<file path="src/rtl/irf_pkg.sv">
// shared types, constants and widths for the illinois root finder
package irf_pkg;

    // number format and derived widths
    localparam int DATA_WIDTH = 32;
    localparam int ITER_W     = 10;
    localparam int TOL_W      = DATA_WIDTH - 1;
    localparam int NUM_W      = 2 * DATA_WIDTH + 1;
    localparam int DEN_W      = DATA_WIDTH + 1;
    localparam int QUO_W      = DATA_WIDTH + 2;
    localparam int Q_W        = DATA_WIDTH + 3;
    localparam int XS_W       = DATA_WIDTH + 4;

    // configuration port
    localparam int CFG_DATA_W = 32;
    localparam int CFG_ADDR_W = 4;
    localparam int REG_IDX_W  = CFG_ADDR_W - 2;

    localparam logic [REG_IDX_W-1:0] REG_X_TOL      = REG_IDX_W'(0);
    localparam logic [REG_IDX_W-1:0] REG_Y_TOL      = REG_IDX_W'(1);
    localparam logic [REG_IDX_W-1:0] REG_ITER_LIMIT = REG_IDX_W'(2);

    localparam logic [TOL_W-1:0]  X_TOL_RESET      = TOL_W'(0);
    localparam logic [TOL_W-1:0]  Y_TOL_RESET      = TOL_W'(66);
    localparam logic [ITER_W-1:0] ITER_LIMIT_RESET = ITER_W'(100);

    // item commands
    localparam logic CMD_START = 1'b0;
    localparam logic CMD_VALUE = 1'b1;

    // result status codes
    typedef enum logic [1:0] {
        STATUS_PROBE     = 2'd0,
        STATUS_CONVERGED = 2'd1,
        STATUS_LIMIT     = 2'd2,
        STATUS_IGNORED   = 2'd3
    } t_status;

    // search phase
    typedef enum logic [1:0] {
        PH_IDLE,
        PH_LOW,
        PH_HIGH,
        PH_ITER
    } t_phase;

    // main sequencer
    typedef enum logic [2:0] {
        S_IDLE,
        S_MUL,
        S_DSTART,
        S_DIV,
        S_PICK,
        S_EMIT
    } t_state;

    // serial divider sequencer
    typedef enum logic [1:0] {
        DV_IDLE,
        DV_RUN,
        DV_FIX
    } t_div_state;

    // configuration register set
    typedef struct packed {
        logic [TOL_W-1:0]  x_tol;
        logic [TOL_W-1:0]  y_tol;
        logic [ITER_W-1:0] iter_limit;
    } t_cfg;

endpackage

</file>
<file path="src/rtl/irf_cfg_regs.sv">
// apb configuration registers: x tolerance, y tolerance, iteration limit
module irf_cfg_regs
    import irf_pkg::*;
(
    input  logic                  i_clk,
    input  logic                  i_rst_n,
    input  logic                  psel,
    input  logic                  penable,
    input  logic                  pwrite,
    input  logic [CFG_ADDR_W-1:0] paddr,
    input  logic [CFG_DATA_W-1:0] pwdata,
    output logic [CFG_DATA_W-1:0] prdata,
    output logic                  pready,
    output t_cfg                  o_cfg
);

    logic [REG_IDX_W-1:0] reg_idx;
    logic                 wr_en;
    t_cfg                 r_cfg;

    assign reg_idx = paddr[CFG_ADDR_W-1:2];
    assign wr_en   = psel && penable && pwrite;
    assign pready  = 1'b1;
    assign o_cfg   = r_cfg;

    // register writes
    always_ff @(posedge i_clk) begin
        if (!i_rst_n) begin
            r_cfg.x_tol      <= X_TOL_RESET;
            r_cfg.y_tol      <= Y_TOL_RESET;
            r_cfg.iter_limit <= ITER_LIMIT_RESET;
        end else if (wr_en) begin
            unique case (reg_idx)
                REG_X_TOL:      r_cfg.x_tol      <= pwdata[TOL_W-1:0];
                REG_Y_TOL:      r_cfg.y_tol      <= pwdata[TOL_W-1:0];
                REG_ITER_LIMIT: r_cfg.iter_limit <= pwdata[ITER_W-1:0];
                default: ;
            endcase
        end
    end

    // read back
    always_comb begin
        unique case (reg_idx)
            REG_X_TOL:      prdata = CFG_DATA_W'(r_cfg.x_tol);
            REG_Y_TOL:      prdata = CFG_DATA_W'(r_cfg.y_tol);
            REG_ITER_LIMIT: prdata = CFG_DATA_W'(r_cfg.iter_limit);
            default:        prdata = '0;
        endcase
    end

endmodule

</file>
<file path="src/rtl/irf_secant_div.sv">
// serial restoring divider for the secant step, truncating and saturating quotient
module irf_secant_div
    import irf_pkg::*;
(
    input  logic                    i_clk,
    input  logic                    i_rst_n,
    input  logic                    i_start,
    input  logic signed [NUM_W-1:0] i_num,
    input  logic signed [DEN_W-1:0] i_den,
    output logic                    o_done,
    output logic signed [Q_W-1:0]   o_quot
);

    localparam int CNT_W = $clog2(QUO_W);
    localparam logic [CNT_W-1:0] LAST_STEP = CNT_W'(QUO_W - 1);
    localparam logic [QUO_W-1:0] SAT_MAG   = {1'b1, {(QUO_W-1){1'b0}}};

    t_div_state             r_dstate, n_dstate;
    logic [CNT_W-1:0]       r_cnt;
    logic [DEN_W-1:0]       r_rem;
    logic [QUO_W-1:0]       r_quo;
    logic [DEN_W-1:0]       r_den_mag;
    logic                   r_neg;
    logic                   r_sat;
    logic                   r_done;
    logic signed [Q_W-1:0]  r_q;

    logic [NUM_W-1:0]       num_mag;
    logic [DEN_W-1:0]       den_mag;
    logic [NUM_W-QUO_W-1:0] num_top;
    logic                   pre_sat;
    logic [DEN_W:0]         trial;
    logic [DEN_W:0]         trial_diff;
    logic                   trial_ge;
    logic [QUO_W-1:0]       fix_mag;
    logic signed [Q_W-1:0]  fix_pos;
    logic                   load_en;
    logic                   step_en;
    logic                   fix_en;

    // operand magnitudes and early saturation check
    assign num_mag = i_num[NUM_W-1] ? -i_num : i_num;
    assign den_mag = i_den[DEN_W-1] ? -i_den : i_den;
    assign num_top = num_mag[NUM_W-1:QUO_W];
    assign pre_sat = DEN_W'(num_top) >= den_mag;

    // one quotient bit per step
    assign trial      = {r_rem, r_quo[QUO_W-1]};
    assign trial_diff = trial - {1'b0, r_den_mag};
    assign trial_ge   = trial >= {1'b0, r_den_mag};

    // clamp to the saturation bound and apply the sign
    assign fix_mag = (r_sat || (r_quo > SAT_MAG)) ? SAT_MAG : r_quo;
    assign fix_pos = $signed({1'b0, fix_mag});

    // next state
    always_comb begin
        n_dstate = r_dstate;
        unique case (r_dstate)
            DV_IDLE: if (i_start) begin
                n_dstate = pre_sat ? DV_FIX : DV_RUN;
            end
            DV_RUN: if (r_cnt == LAST_STEP) begin
                n_dstate = DV_FIX;
            end
            DV_FIX:  n_dstate = DV_IDLE;
            default: n_dstate = DV_IDLE;
        endcase
    end

    // sequencer outputs
    always_comb begin
        load_en = 1'b0;
        step_en = 1'b0;
        fix_en  = 1'b0;
        unique case (r_dstate)
            DV_IDLE: load_en = i_start;
            DV_RUN:  step_en = 1'b1;
            DV_FIX:  fix_en  = 1'b1;
            default: ;
        endcase
    end

    // control state
    always_ff @(posedge i_clk) begin
        if (!i_rst_n) begin
            r_dstate <= DV_IDLE;
            r_done   <= 1'b0;
        end else begin
            r_dstate <= n_dstate;
            r_done   <= fix_en;
        end
    end

    // datapath
    always_ff @(posedge i_clk) begin
        if (load_en) begin
            r_rem     <= DEN_W'(num_top);
            r_quo     <= num_mag[QUO_W-1:0];
            r_den_mag <= den_mag;
            r_neg     <= i_num[NUM_W-1] ^ i_den[DEN_W-1];
            r_sat     <= pre_sat;
            r_cnt     <= '0;
        end else if (step_en) begin
            r_rem <= trial_ge ? trial_diff[DEN_W-1:0] : trial[DEN_W-1:0];
            r_quo <= {r_quo[QUO_W-2:0], trial_ge};
            r_cnt <= r_cnt + CNT_W'(1);
        end
        if (fix_en) begin
            r_q <= r_neg ? -fix_pos : fix_pos;
        end
    end

    assign o_done = r_done;
    assign o_quot = r_q;

endmodule

</file>
<file path="src/rtl/illinois_root_finder_top.sv">
// illinois regula falsi root finder: item sequencer, probe datapath and result register
//
//   channel   direction  handshake                  payload
//   input     in         i_in_valid / o_in_stall    i_cmd i_bracket_low i_bracket_high i_f_value
//   result    out        o_out_valid / i_out_stall  o_status o_x_out o_iterations
//   config    apb        psel penable pwrite pready paddr pwdata prdata
//
// a start item, an ignored item, the second end probe and a final result go from
// acceptance via S_EMIT to the result register; an item that needs a new probe first
// passes S_MUL, S_DSTART, S_DIV (serial divider, one quotient bit per cycle, 34 bits)
// and S_PICK; S_DIV is skipped for equal end values and cut short on early saturation.
// one item at a time: o_in_stall is high from acceptance until its result is registered.
// a result held by i_out_stall delays the handover of the next result, and so the next accept.
// reset is synchronous; configuration returns to x tol 0, y tol 66, limit 100.
module illinois_root_finder_top
    import irf_pkg::*;
(
    input  logic                         i_clk,
    input  logic                         i_rst_n,
    // input items
    input  logic                         i_in_valid,
    output logic                         o_in_stall,
    input  logic                         i_cmd,
    input  logic signed [DATA_WIDTH-1:0] i_bracket_low,
    input  logic signed [DATA_WIDTH-1:0] i_bracket_high,
    input  logic signed [DATA_WIDTH-1:0] i_f_value,
    // result items
    output logic                         o_out_valid,
    input  logic                         i_out_stall,
    output logic [1:0]                   o_status,
    output logic signed [DATA_WIDTH-1:0] o_x_out,
    output logic [ITER_W-1:0]            o_iterations,
    // configuration
    input  logic                         psel,
    input  logic                         penable,
    input  logic                         pwrite,
    input  logic [CFG_ADDR_W-1:0]        paddr,
    input  logic [CFG_DATA_W-1:0]        pwdata,
    output logic [CFG_DATA_W-1:0]        prdata,
    output logic                         pready
);

    localparam int DW = DATA_WIDTH;

    t_cfg cfg;

    // sequencer
    t_state r_state, n_state;
    t_phase r_phase, n_phase;

    // search state
    logic signed [DW-1:0]     r_low_end, n_low_end;
    logic signed [DW-1:0]     r_high_end, n_high_end;
    logic signed [DW-1:0]     r_low_val, n_low_val;
    logic signed [DW-1:0]     r_high_val, n_high_val;
    logic signed [DW-1:0]     r_best_x, n_best_x;
    logic [DW-1:0]            r_best_abs, n_best_abs;
    logic signed [DW-1:0]     r_probe, n_probe;
    logic [ITER_W-1:0]        r_iter_cnt, n_iter_cnt;

    // probe datapath
    logic signed [NUM_W-1:0]  r_num;
    logic signed [DEN_W-1:0]  r_den;
    logic signed [DEN_W-1:0]  span;
    logic [DEN_W-1:0]         width;
    logic signed [DEN_W-1:0]  den_next;
    logic signed [NUM_W-1:0]  prod;
    logic                     den_nonzero;
    logic                     div_done;
    logic signed [Q_W-1:0]    div_quot;
    logic signed [XS_W-1:0]   xs;
    logic signed [XS_W-1:0]   xl_ext;
    logic signed [XS_W-1:0]   xh_ext;
    logic                     xs_inside;
    logic signed [DEN_W-1:0]  mid_sum;
    logic signed [DW-1:0]     pick_x;

    // item decode
    logic [DW-1:0]            f_abs;
    logic                     f_neg;
    logic                     f_pos;
    logic                     hv_neg;
    logic                     hv_pos;
    logic [ITER_W-1:0]        iter_inc;
    logic                     dec_need_probe;
    t_status                  dec_status;
    logic signed [DW-1:0]     dec_x;
    logic [ITER_W-1:0]        dec_iter;

    // pending and output results
    t_status                  r_res_status;
    logic signed [DW-1:0]     r_res_x;
    logic [ITER_W-1:0]        r_res_iter;
    logic                     r_out_valid, n_out_valid;
    t_status                  r_out_status;
    logic signed [DW-1:0]     r_out_x;
    logic [ITER_W-1:0]        r_out_iter;

    // sequencer controls
    logic                     in_accept;
    logic                     mul_en;
    logic                     div_start;
    logic                     pick_en;
    logic                     load_out;
    logic                     out_free;

    irf_cfg_regs u_cfg_regs (
        .i_clk   (i_clk),
        .i_rst_n (i_rst_n),
        .psel    (psel),
        .penable (penable),
        .pwrite  (pwrite),
        .paddr   (paddr),
        .pwdata  (pwdata),
        .prdata  (prdata),
        .pready  (pready),
        .o_cfg   (cfg)
    );

    irf_secant_div u_secant_div (
        .i_clk   (i_clk),
        .i_rst_n (i_rst_n),
        .i_start (div_start),
        .i_num   (r_num),
        .i_den   (r_den),
        .o_done  (div_done),
        .o_quot  (div_quot)
    );

    // bracket span, its width and the secant operands
    assign span     = DEN_W'(r_high_end) - DEN_W'(r_low_end);
    assign width    = span[DEN_W-1] ? -span : span;
    assign den_next = DEN_W'(r_high_val) - DEN_W'(r_low_val);
    assign prod     = NUM_W'(r_high_val) * NUM_W'(span);
    assign den_nonzero = (r_den != '0);

    // secant point, strict inside test and midpoint
    assign xl_ext    = XS_W'(r_low_end);
    assign xh_ext    = XS_W'(r_high_end);
    assign xs        = xh_ext - XS_W'(div_quot);
    assign xs_inside = ((xs > xl_ext) && (xs < xh_ext)) || ((xs > xh_ext) && (xs < xl_ext));
    assign mid_sum   = DEN_W'(r_low_end) + DEN_W'(r_high_end);
    assign pick_x    = (den_nonzero && xs_inside) ? xs[DW-1:0] : mid_sum[DW:1];

    // value item features
    assign f_abs    = i_f_value[DW-1] ? -i_f_value : i_f_value;
    assign f_neg    = i_f_value[DW-1];
    assign f_pos    = !i_f_value[DW-1] && (i_f_value != '0);
    assign hv_neg   = r_high_val[DW-1];
    assign hv_pos   = !r_high_val[DW-1] && (r_high_val != '0);
    assign iter_inc = r_iter_cnt + ITER_W'(1);

    // item decode: search state update and immediate result
    always_comb begin
        n_low_end      = r_low_end;
        n_high_end     = r_high_end;
        n_low_val      = r_low_val;
        n_high_val     = r_high_val;
        n_best_x       = r_best_x;
        n_best_abs     = r_best_abs;
        n_probe        = r_probe;
        n_iter_cnt     = r_iter_cnt;
        n_phase        = r_phase;
        dec_need_probe = 1'b0;
        dec_status     = STATUS_IGNORED;
        dec_x          = '0;
        dec_iter       = '0;
        if (i_cmd == CMD_START) begin
            n_low_end  = i_bracket_low;
            n_high_end = i_bracket_high;
            n_low_val  = '0;
            n_high_val = '0;
            n_best_x   = i_bracket_low;
            n_best_abs = '0;
            n_iter_cnt = '0;
            n_probe    = i_bracket_low;
            n_phase    = PH_LOW;
            dec_status = STATUS_PROBE;
            dec_x      = i_bracket_low;
        end else begin
            unique case (r_phase)
                PH_IDLE: ;
                PH_LOW: begin
                    n_low_val  = i_f_value;
                    n_best_abs = f_abs;
                    n_best_x   = r_low_end;
                    n_probe    = r_high_end;
                    n_phase    = PH_HIGH;
                    dec_status = STATUS_PROBE;
                    dec_x      = r_high_end;
                end
                PH_HIGH: begin
                    n_high_val = i_f_value;
                    if (f_abs < r_best_abs) begin
                        n_best_abs = f_abs;
                        n_best_x   = r_high_end;
                    end
                    n_iter_cnt = '0;
                    if (n_best_abs < DW'(cfg.y_tol)) begin
                        n_phase    = PH_IDLE;
                        dec_status = STATUS_CONVERGED;
                        dec_x      = n_best_x;
                    end else if (cfg.iter_limit == '0) begin
                        n_phase    = PH_IDLE;
                        dec_status = STATUS_LIMIT;
                        dec_x      = n_best_x;
                    end else begin
                        n_phase        = PH_ITER;
                        dec_need_probe = 1'b1;
                    end
                end
                PH_ITER: begin
                    if (f_abs < r_best_abs) begin
                        n_best_abs = f_abs;
                        n_best_x   = r_probe;
                    end
                    if ((f_abs < DW'(cfg.y_tol)) ||
                        ((cfg.x_tol != '0) && (width < DEN_W'(cfg.x_tol)))) begin
                        n_phase    = PH_IDLE;
                        dec_status = STATUS_CONVERGED;
                        dec_x      = r_probe;
                        dec_iter   = iter_inc;
                    end else begin
                        // sign change keeps the old high end, else halve the retained value
                        if ((f_neg && hv_pos) || (f_pos && hv_neg)) begin
                            n_low_end = r_high_end;
                            n_low_val = r_high_val;
                        end else begin
                            n_low_val = r_low_val >>> 1;
                        end
                        n_high_end = r_probe;
                        n_high_val = i_f_value;
                        n_iter_cnt = iter_inc;
                        if (iter_inc >= cfg.iter_limit) begin
                            n_phase    = PH_IDLE;
                            dec_status = STATUS_LIMIT;
                            dec_x      = n_best_x;
                            dec_iter   = iter_inc;
                        end else begin
                            dec_need_probe = 1'b1;
                        end
                    end
                end
                default: ;
            endcase
        end
    end

    // next state
    always_comb begin
        n_state = r_state;
        unique case (r_state)
            S_IDLE:   if (i_in_valid) begin
                n_state = dec_need_probe ? S_MUL : S_EMIT;
            end
            S_MUL:    n_state = S_DSTART;
            S_DSTART: n_state = den_nonzero ? S_DIV : S_PICK;
            S_DIV:    if (div_done) begin
                n_state = S_PICK;
            end
            S_PICK:   n_state = S_EMIT;
            S_EMIT:   if (out_free) begin
                n_state = S_IDLE;
            end
            default:  n_state = S_IDLE;
        endcase
    end

    // sequencer outputs
    assign out_free = !r_out_valid || !i_out_stall;

    always_comb begin
        in_accept = 1'b0;
        mul_en    = 1'b0;
        div_start = 1'b0;
        pick_en   = 1'b0;
        load_out  = 1'b0;
        unique case (r_state)
            S_IDLE:   in_accept = i_in_valid;
            S_MUL:    mul_en    = 1'b1;
            S_DSTART: div_start = den_nonzero;
            S_PICK:   pick_en   = 1'b1;
            S_EMIT:   load_out  = out_free;
            default: ;
        endcase
    end

    assign n_out_valid = load_out || (r_out_valid && i_out_stall);

    // control state
    always_ff @(posedge i_clk) begin
        if (!i_rst_n) begin
            r_state     <= S_IDLE;
            r_phase     <= PH_IDLE;
            r_out_valid <= 1'b0;
        end else begin
            r_state     <= n_state;
            r_out_valid <= n_out_valid;
            if (in_accept) begin
                r_phase <= n_phase;
            end
        end
    end

    // search state, probe datapath and results
    always_ff @(posedge i_clk) begin
        if (in_accept) begin
            r_low_end    <= n_low_end;
            r_high_end   <= n_high_end;
            r_low_val    <= n_low_val;
            r_high_val   <= n_high_val;
            r_best_x     <= n_best_x;
            r_best_abs   <= n_best_abs;
            r_probe      <= n_probe;
            r_iter_cnt   <= n_iter_cnt;
            r_res_status <= dec_status;
            r_res_x      <= dec_x;
            r_res_iter   <= dec_iter;
        end
        if (mul_en) begin
            r_num <= prod;
            r_den <= den_next;
        end
        if (pick_en) begin
            r_probe      <= pick_x;
            r_res_status <= STATUS_PROBE;
            r_res_x      <= pick_x;
            r_res_iter   <= '0;
        end
        if (load_out) begin
            r_out_status <= r_res_status;
            r_out_x      <= r_res_x;
            r_out_iter   <= r_res_iter;
        end
    end

    assign o_in_stall   = (r_state != S_IDLE);
    assign o_out_valid  = r_out_valid;
    assign o_status     = r_out_status;
    assign o_x_out      = r_out_x;
    assign o_iterations = r_out_iter;

endmodule

</file>
<file path="config.mk">
export PLATFORM = sky130hd
export DESIGN_NAME = illinois_root_finder_top
export DESIGN_NICKNAME = d
export VERILOG_FILES = /design/src/rtl/irf_pkg.sv /design/src/rtl/irf_cfg_regs.sv /design/src/rtl/irf_secant_div.sv /design/src/rtl/illinois_root_finder_top.sv
export SDC_FILE = /design/constraint.sdc
export NUM_CORES = 2
export LEC_CHECK = 0
export ABC_AREA = 1
export BUFFER_PORTS_ARGS = -buffer_cell sky130_fd_sc_hd__buf_2
export CAP_MARGIN = 20
export CELL_PAD_IN_SITES_DETAIL_PLACEMENT = 1
export CELL_PAD_IN_SITES_GLOBAL_PLACEMENT = 1
export CORE_MARGIN = 2
export CORE_UTILIZATION = 40
export CTS_BUF_LIST = sky130_fd_sc_hd__clkbuf_2
export CTS_CLUSTER_DIAMETER = 150
export CTS_CLUSTER_SIZE = 16
export DETAILED_ROUTE_END_ITERATION = 6
export PLACE_DENSITY = 0.74
export SLEW_MARGIN = 20
export SYNTH_ARGS = -nofsm -noshare
export SYNTH_HDL_FRONTEND = slang
export SYNTH_SLANG_ARGS = --single-unit
</file>
<file path="constraint.sdc">
create_clock -name i_clk -period 17.2 [get_ports i_clk]
set_input_delay 5.16 -clock i_clk [delete_from_list [all_inputs] [get_ports i_clk]]
set_output_delay 5.16 -clock i_clk [all_outputs]
set_load 0.01 [all_outputs]
</file>
==> flow_summary.ini <==
[logic_synthesis]
synth_edf_count = 543
seq_area_frac_synth_pct = 21.93
ys_types = 69
synth_largest_area_cell = fa_1
synth_warnings = 0
yosysMostFrequentCell = inv_1
syn-cell-area_um2 = 83570
avgSynthCellArea_um2 = 8.151
yosys-top-cells-area = fa_1 (27%), edfxtp_1 (20%), inv_1 (9.2%), ha_1 (8.9%), nand2_1 (8.8%)
ys_top_cells_by_count = inv_1 (2,058), nand2_1 (1,960), fa_1 (1,117), nor2_1 (1,062), ha_1 (592)
yosys_most_used_dff = edfxtp_1
synthArstFlopShare_pct = 0
yosys_register_bits = 644
syn_inst = 10250
syn-num-nets = 12100
synth_top_area_share_pct = 26.76

[clock_network]
holdBufCountCts = 0
ctsResizeCount = 0
cts.path.max_buffers = 3
clk_latency_ns = 1.61
tritoncts = yes
cts_buffers = 47
clock_sinks = 644
clkTransAtPathRegs_ns = 0.38
htreeDepth = 2
post_cts.repair.setup_buffers = 0
cts_root_buffer = clkbuf_2

[layout]
nFillCells = 25370
multi_input_area_um2 = 55870
fin_nets = 12120
drive_above_1_share_pct = 5.670
area_growth_pct = 5.580
ff_latch_area_um2 = 18330
final_util_pct = 42.57

[floorplan]
dieArea_um2 = 212600
initial_utilization_pct = 40.32
dieHeight_um = 461.1
die_w_um = 461.1
pin_count = 219
fp-row-count = 167
fp.coreArea_um2 = 207300

[route]
wirelength_um = 316300
num_vias = 72290
drt_pass1_iterations = 6
drtAntennaViolNets = 0
wl_per_cell_um = 24.16
viasPerCell = 5.522
drcViolationCount = 0
drt_iter0_drc = 5279

[grt]
grt_max_degree = 98
gr-total-overflow = 0
first_global_vias = 78590
grtUsageTotal_pct = 29.77
grt_pass1_wl_um = 477000
antenna_found_initial = 12

[placed_design]
portBuffers = 213
dp_hpwl_um = 250600
gp_congestion = 0.9529

[sta]
setup_tns_ns = 0
period_needed_ns = 12.20
slew_headroom_pct = 20.10
worst_pin_slew_ns = 1.191
setup_viol = 0
fin_skew_ns = 0.2339
grt_setup_unrepaired = no
hold_violations = 0
period_share_pct = 70.90
max_freq_ghz = 0.08200
slew_viol_final = 0

[worst_setup_path]
start_kind = input pin
required_ns = 12.04
cp_max_fo = 31
arrival_ns = 7.04
critical_path_class = in2out
endpoint_kind = output pin

[flow_run]
drv_cap = 0

[run_status]
status = finished, final reports clean

[hold_path]
hold_class = reg2reg
==> logic make-up (layout without fill, tap and decap cells) <==
kind of cell | count (synthesis) | after routing | share of synthesized area [%]
simple gates | 3647 | 3647 | 17.86
fa+ha+maj | 1709 | 1709 | 35.62
other cells | 2 | 5 | 0.008987
compound gates | 1374 | 1374 | 9.102
buf+inv | 2495 | 2542 | 11.38
xor+xnor | 381 | 381 | 4.092
flops | 644 | 644 | 21.93
==> registers in the layout, summed over array words and instances, names as in the netlist, 33 cells and up <==
name                    count
r_den                      33
r_num                      65
u_cfg_regs.o_cfg           72
u_secant_div.o_quot        35
u_secant_div.r_den_mag     33
u_secant_div.r_quo         34
u_secant_div.r_rem         33
==> per-stage QoR <==
stage	setup WS (ns)	hold slack, ns	std cells	instance area (um2)
after CTS	5.113	0.4422	13090	88190
after global routing	4.418	0.4448	13090	88220
after floorplan	5.913	0.4003	10250	83570
after detailed placement	4.254	0.4057	13010	87750
final	5.004	0.4298	13090	88230
after global placement	4.337	0.4028	13010	87740
==> cells in the final DEF (no fill, tap or decap), types with 41 or more instances in the layout <==
cell,instances
inv_1,2056
nand2_1,1956
fa_1,1117
nor2_1,1058
ha_1,592
o21ai_0,552
edfxtp_1,543
a21oi_1,496
nand3_1,281
xor2_1,255
buf_2,212
buf_4,144
xnor2_1,120
dfxtp_1,101
nand4_1,87
nor3_1,76
clkbuf_2,75
or2_2,52
nor4_1,45
o211ai_1,41
a211oi_1,41
==> final timing paths <==
| check | to | startpoint | cells after the start | slack [ns] |
|---|---|---|---|---|
| max reg2reg | r_num[54] | r_low_end[20] | 37 | 5.05 |
| min reg2reg | o_iterations[3] | r_res_iter[3] | 0 | 0.43 |
| max | prdata[4] | paddr[3] | 5 | 5.00 |
| min | o_iterations[3] | r_res_iter[3] | 0 | 0.43 |
==> worst max-delay path, cell delays in order <==
cell and delay [ns]:
buf_2 0.12, nor2_1 0.13, clkinv_1 0.81, o221ai_1 0.60, buf_2 0.21
==> routing by layer <==
metal / share of wire (%) / GRT usage [%] / up-vias
li1: - / - / 31940
met1: 40 / 36.92 / 37040
met2: 47 / 49.44 / 2492
met3: 6.1 / 3.761 / 800
met4: 7.2 / 18.16 / 18
met5: 0.038 / 0 / -
==> final cells by class <==
class                   instances  area share (%)
multi-input cells            7113           63.32
flip-flops and latches        644           20.77
inverters                    2104           8.957
well taps                    2788           3.954
repair buffers                358           2.482
clock buffers                  75          0.4254
clock inverters                 5         0.08083
diodes                          3        0.008509
Power is not shown: default switching activity piles up to over one toggle a cycle in this logic, so the estimate is an artifact.
